**src/rtl/rbrt_pkg.sv**
```systemverilog
// ----------------------------------------------------------------------------
// rbrt_pkg
// Types, constants and helpers shared by the ray and box rotation transform.
// ----------------------------------------------------------------------------
package rbrt_pkg;

   localparam int COEF_W    = 16;
   localparam int ROW_W     = 3 * COEF_W;
   localparam int DATA_W    = 32;
   localparam int PROD_W    = COEF_W + DATA_W;
   localparam int ACC_W     = PROD_W + 2;
   localparam int COEF_FRAC = 14;
   localparam int CSR_IDX_W = 3;

   localparam logic [CSR_IDX_W-1:0] CSR_FWD_ROW0 = 3'd0;
   localparam logic [CSR_IDX_W-1:0] CSR_FWD_ROW1 = 3'd1;
   localparam logic [CSR_IDX_W-1:0] CSR_FWD_ROW2 = 3'd2;
   localparam logic [CSR_IDX_W-1:0] CSR_INV_ROW0 = 3'd3;
   localparam logic [CSR_IDX_W-1:0] CSR_INV_ROW1 = 3'd4;
   localparam logic [CSR_IDX_W-1:0] CSR_INV_ROW2 = 3'd5;

   localparam logic signed [ACC_W-1:0] ROUND_HALF = ACC_W'(2 ** (COEF_FRAC - 1));
   localparam logic signed [ACC_W-1:0] SAT_MAX    = ACC_W'(64'sd2147483647);
   localparam logic signed [ACC_W-1:0] SAT_MIN    = ~SAT_MAX;

   typedef enum logic [1:0] {
      MODE_INV_RAY = 2'd0,
      MODE_FWD_RAY = 2'd1,
      MODE_NORMAL  = 2'd2,
      MODE_BOX     = 2'd3
   } mode_type;

   typedef logic [2:0][ROW_W-1:0] rows_type;

   typedef struct packed {
      mode_type                mode;
      logic                    item_valid;
      logic [2:0][DATA_W-1:0]  a;
      logic [2:0][DATA_W-1:0]  b;
   } item_type;

   typedef struct packed {
      mode_type                    mode;
      logic                        item_valid;
      logic [2:0][DATA_W-1:0]      a;
      logic [2:0][2:0][PROD_W-1:0] pa;
      logic [2:0][2:0][PROD_W-1:0] pb;
   } prod_type;

   typedef struct packed {
      logic [2:0][DATA_W-1:0] a;
      logic [2:0][DATA_W-1:0] b;
      logic                   valid;
   } result_type;

   // round half up, then saturate to signed 32 bits
   function automatic logic [DATA_W-1:0] round_sat(input logic signed [ACC_W-1:0] acc);
      logic signed [ACC_W-1:0] t;
      t = (acc + ROUND_HALF) >>> COEF_FRAC;
      if (t > SAT_MAX) begin
         round_sat = SAT_MAX[DATA_W-1:0];
      end else if (t < SAT_MIN) begin
         round_sat = SAT_MIN[DATA_W-1:0];
      end else begin
         round_sat = t[DATA_W-1:0];
      end
   endfunction

endpackage

```
**src/rtl/rbrt_reduce.sv**
```systemverilog
// ----------------------------------------------------------------------------
// rbrt_reduce
// Row sums (or per-term min/max sums for boxes), rounding, saturation and
// the mode specific result selection.
// ----------------------------------------------------------------------------
module rbrt_reduce (
   input  rbrt_pkg::prod_type    prod,
   output rbrt_pkg::result_type  res
);

   always_comb begin
      logic signed [rbrt_pkg::ACC_W-1:0] xa;
      logic signed [rbrt_pkg::ACC_W-1:0] xb;
      logic signed [rbrt_pkg::ACC_W-1:0] sum_lo;
      logic signed [rbrt_pkg::ACC_W-1:0] sum_hi;
      logic [2:0][rbrt_pkg::DATA_W-1:0]  ra;
      logic [2:0][rbrt_pkg::DATA_W-1:0]  rb;
      ra = '0;
      rb = '0;
      for (int r = 0; r < 3; r++) begin
         sum_lo = '0;
         sum_hi = '0;
         for (int c = 0; c < 3; c++) begin
            xa = {{(rbrt_pkg::ACC_W-rbrt_pkg::PROD_W){prod.pa[r][c][rbrt_pkg::PROD_W-1]}},
                  prod.pa[r][c]};
            xb = {{(rbrt_pkg::ACC_W-rbrt_pkg::PROD_W){prod.pb[r][c][rbrt_pkg::PROD_W-1]}},
                  prod.pb[r][c]};
            // box bounds: each term picks its own extreme corner
            if (prod.mode == rbrt_pkg::MODE_BOX) begin
               sum_lo = sum_lo + ((xa < xb) ? xa : xb);
               sum_hi = sum_hi + ((xa < xb) ? xb : xa);
            end else begin
               sum_lo = sum_lo + xa;
               sum_hi = sum_hi + xb;
            end
         end
         ra[r] = rbrt_pkg::round_sat(sum_lo);
         rb[r] = rbrt_pkg::round_sat(sum_hi);
      end

      case (prod.mode)
         rbrt_pkg::MODE_NORMAL: begin
            res.a     = prod.item_valid ? ra : prod.a;
            res.b     = '0;
            res.valid = prod.item_valid;
         end
         rbrt_pkg::MODE_BOX: begin
            res.a     = prod.item_valid ? ra : '0;
            res.b     = prod.item_valid ? rb : '0;
            res.valid = prod.item_valid;
         end
         default: begin
            res.a     = ra;
            res.b     = rb;
            res.valid = 1'b1;
         end
      endcase
   end

endmodule

```
**config.mk**
```make
export PLATFORM = sky130hd
export DESIGN_NAME = rbrt_reduce
export DESIGN_NICKNAME = d
export VERILOG_FILES = /design/src/rtl/rbrt_pkg.sv /design/src/rtl/rbrt_reduce.sv
export SDC_FILE = /design/constraint.sdc
export NUM_CORES = 2
export LEC_CHECK = 0
export BUFFER_PORTS_ARGS = -buffer_cell sky130_fd_sc_hd__buf_2
export CAP_MARGIN = 20
export CORE_MARGIN = 4
export CORE_UTILIZATION = 30
export DETAILED_ROUTE_END_ITERATION = 7
export PLACE_DENSITY = 0.55
export SLEW_MARGIN = 40
export SYNTH_ARGS = -nofsm -noshare
export SYNTH_HDL_FRONTEND = slang
export SYNTH_SLANG_ARGS = --single-unit
```
**constraint.sdc**
```tcl
create_clock -name vclk -period 16.6
set_input_delay 2.49 -clock vclk [all_inputs]
set_output_delay 2.49 -clock vclk [all_outputs]
set_load 0.005 [all_outputs]
```
==> impl_metrics.py <==
metrics = {
    "run_status": {
        "status": "complete, but fails checks",
        "failed_checks": "setup timing",
    },
    "final_layout": {
        "nets": 12802,
        "regArea_um2": 0,
        "n_fill_cell": 19970,
        "seq_cell_count": 0,
        "final_cell_mix": "buf_4, buf_2, ha_1",
        "clkbuf_count": 0,
        "drive_gt1_share_pct": 37.2,
        "area_growth_pct": 40.6,
        "layout_commonest_cell": "buf_4",
    },
    "global_route": {
        "grt_pass1_vias": 71589,
        "grt_usage_pct": 30.5,
        "antenna_found_initial": 109,
        "gr-total-overflow": 0,
        "grt_pass1_wl_um": 471000,
        "grt_max_degree": 91,
    },
    "hold_path": {
        "hp-class": "in2out",
        "hold_end": "res[182]",
        "hold_start": "prod[949]",
        "min_path_cells": 4,
    },
    "yosys": {
        "synth_top_area_share_pct": 21.5,
        "yosys-top-cells-area": "ha_1, mux2_2, a21o_1",
        "syn_area_mm2": 0.0586,
        "ys_types": 106,
        "syn_nets": 10167,
        "synth_top_cell_by_area": "ha_1",
        "syn_inst": 8193,
        "ys_warn_count": 0,
        "seq_area_frac_synth_pct": 0,
        "avgSynthCellArea_um2": 7.15,
    },
    "sta": {
        "finalSetupViolations": 179,
        "setup_ws_ps": -416,
        "rsz0062_at_grt": "true",
        "slew-limit-headroom_pct": 37.1,
        "hold_viol": 0,
        "period_share_pct": 103,
        "fin_tns_setup_ps": -31020,
        "max_freq_ghz": 0.0588,
        "slew_violations": 0,
        "tightestPinTransition_ps": 932,
        "fin_crit_ps": 17020,
    },
    "placement": {
        "port_buffers": 1156,
        "post-place-ws_ps": -1530,
        "dp.final_hpwl_um": 292000,
        "globalplace.congestion": 1.04,
    },
    "floorplan": {
        "die-area_mm2": 0.202,
        "initial_utilization_pct": 30.3,
        "row_count": 161,
        "die_w_um": 450,
        "die_height_um": 450,
        "io_pins": 1156,
        "core_area_mm2": 0.193,
    },
    "job": {
        "maxCapViolCount": 0,
    },
    "setup_path": {
        "required_ps": 14110,
        "crit_path_frequent_cell": "a21o_1",
        "start_kind": "primary input",
        "arrival_ps": 14530,
        "crit_fanout": 10,
        "cp_slowest_stage_delay_ps": 680,
        "cp-end-kind": "primary output",
        "worst_path_max_delay_cell": "o211ai_1",
        "critPathKind": "in2out",
    },
    "routing": {
        "remaining_drc_errors": 0,
        "wl_um": 330000,
        "via_per_inst": 5.58,
        "first_pass_iters": 6,
        "via_count": 74889,
        "ant_nets": 0,
        "wire_per_inst_um": 24.6,
        "initialDrtViolationCount": 6165,
    },
    "power_and_ir_drop": {
        "peakVddDrop_uv": 150,
        "power_density_mw_per_mm2": 148,
        "leakage_uw": 0.0417,
    },
    "clock_network": {
        "ctsHoldBuffers": 0,
    },
}
## power breakdown
group / total (µW) / switching (µW) / internal [µW]
clock network: 0.000601 / 0 / 0.000600
logic: 12200 / 6570 / 5600
registers: 0 / 0 / 0
total: 12200 / 6570 / 5600
## area by class of cell
type                       instances  area [µm²]  share of cell area [%]
tap                             2526        3160                    3.84
timing repair buffer            2940       19800                    24.0
inverter                         604        2270                    2.75
antenna                           77         193                   0.234
multi-input combinational       7282       57000                    69.1
## through the flow
stage               utilization [%]  total power (µW)  std cells  hold slack [ps]  area [µm²]
floorplan                         -              5630       8193             5070       58600
global placement               41.2             11300      13280             5260       79700
detailed placement             41.3             11400      13280             5260       79800
CTS                            42.2             11900      13338             5260       81500
global route                   42.6             13000      13413             5280       82400
finish                         42.6             12200      13429             5260       82400
## worst max-delay path: cells and delay by family
kind / cells / cell delay [ps]
xor gates and xnor gates: 3 / 600
muxes: 2 / 600
buffers and inverters: 15 / 2220
and+or+nand+nor: 5 / 1550
adders and majority gates: 3 / 1020
AOI/OAI and AO/OA: 29 / 6000
## cells by family (layout without fill, tap and decap cells)
| logic type | Yosys count | count (layout) | share of synthesized area, % |
|---|---|---|---|
| XOR/XNOR | 613 | 613 | 9.28 |
| AO/OA/AOI/OAI | 2558 | 2558 | 29.2 |
| other | 0 | 77 | 0 |
| adder cells (fa/ha/maj) | 1011 | 1011 | 21.7 |
| AND/OR/NAND/NOR | 2404 | 2404 | 20.7 |
| buffers and inverters | 911 | 3544 | 5.93 |
| multiplexers | 696 | 696 | 13.2 |
## metal layers
metal / up-vias / wire, µm / GRT usage (%)
met5: - / 77 / 0
met4: 12 / 20800 / 15.8
met3: 638 / 19900 / 3.68
met2: 2966 / 150000 / 51.0
met1: 35493 / 140000 / 38.4
li1: 35780 / - / -
## synth_stat cells (51+ instances only)
library cell	number
and3_1	102
nand2b_1	139
xor2_1	220
nand4_1	146
nor2b_1	126
clkbuf_1	254
mux2_2	624
a211oi_1	73
and2_1	59
nand2_1	696
o21ai_0	502
a22oi_1	51
nand3_1	236
nor2_1	444
a211o_1	76
ha_1	1005
o21bai_1	94
inv_1	603
mux2i_1	71
nor3_1	160
o21a_1	82
a21o_1	457
o22ai_1	56
a21oi_1	606
xnor2_1	388
## worst max path at each step
| stage | from | to | cells past startpoint |
|---|---|---|---|
| 3_5_place_dp | prod[337] | res[164] | 56 |
| 2_1_floorplan | prod[1] | res[10] | 57 |
| 5_1_grt | prod[337] | res[89] | 67 |
| 4_1_cts | prod[337] | res[83] | 63 |
| 3_3_place_gp | prod[337] | res[162] | 56 |
| 6_report | prod[337] | res[161] | 57 |
## repair_timing
item | CTS | global route
buffers inserted | 54 | 13
resized for setup | 276 | 120
endpoints found under the setup margin | 192 | 192
pin swaps | 101 | 69
gates cloned | 4 | 0
(Power assumes the default switching activity.)
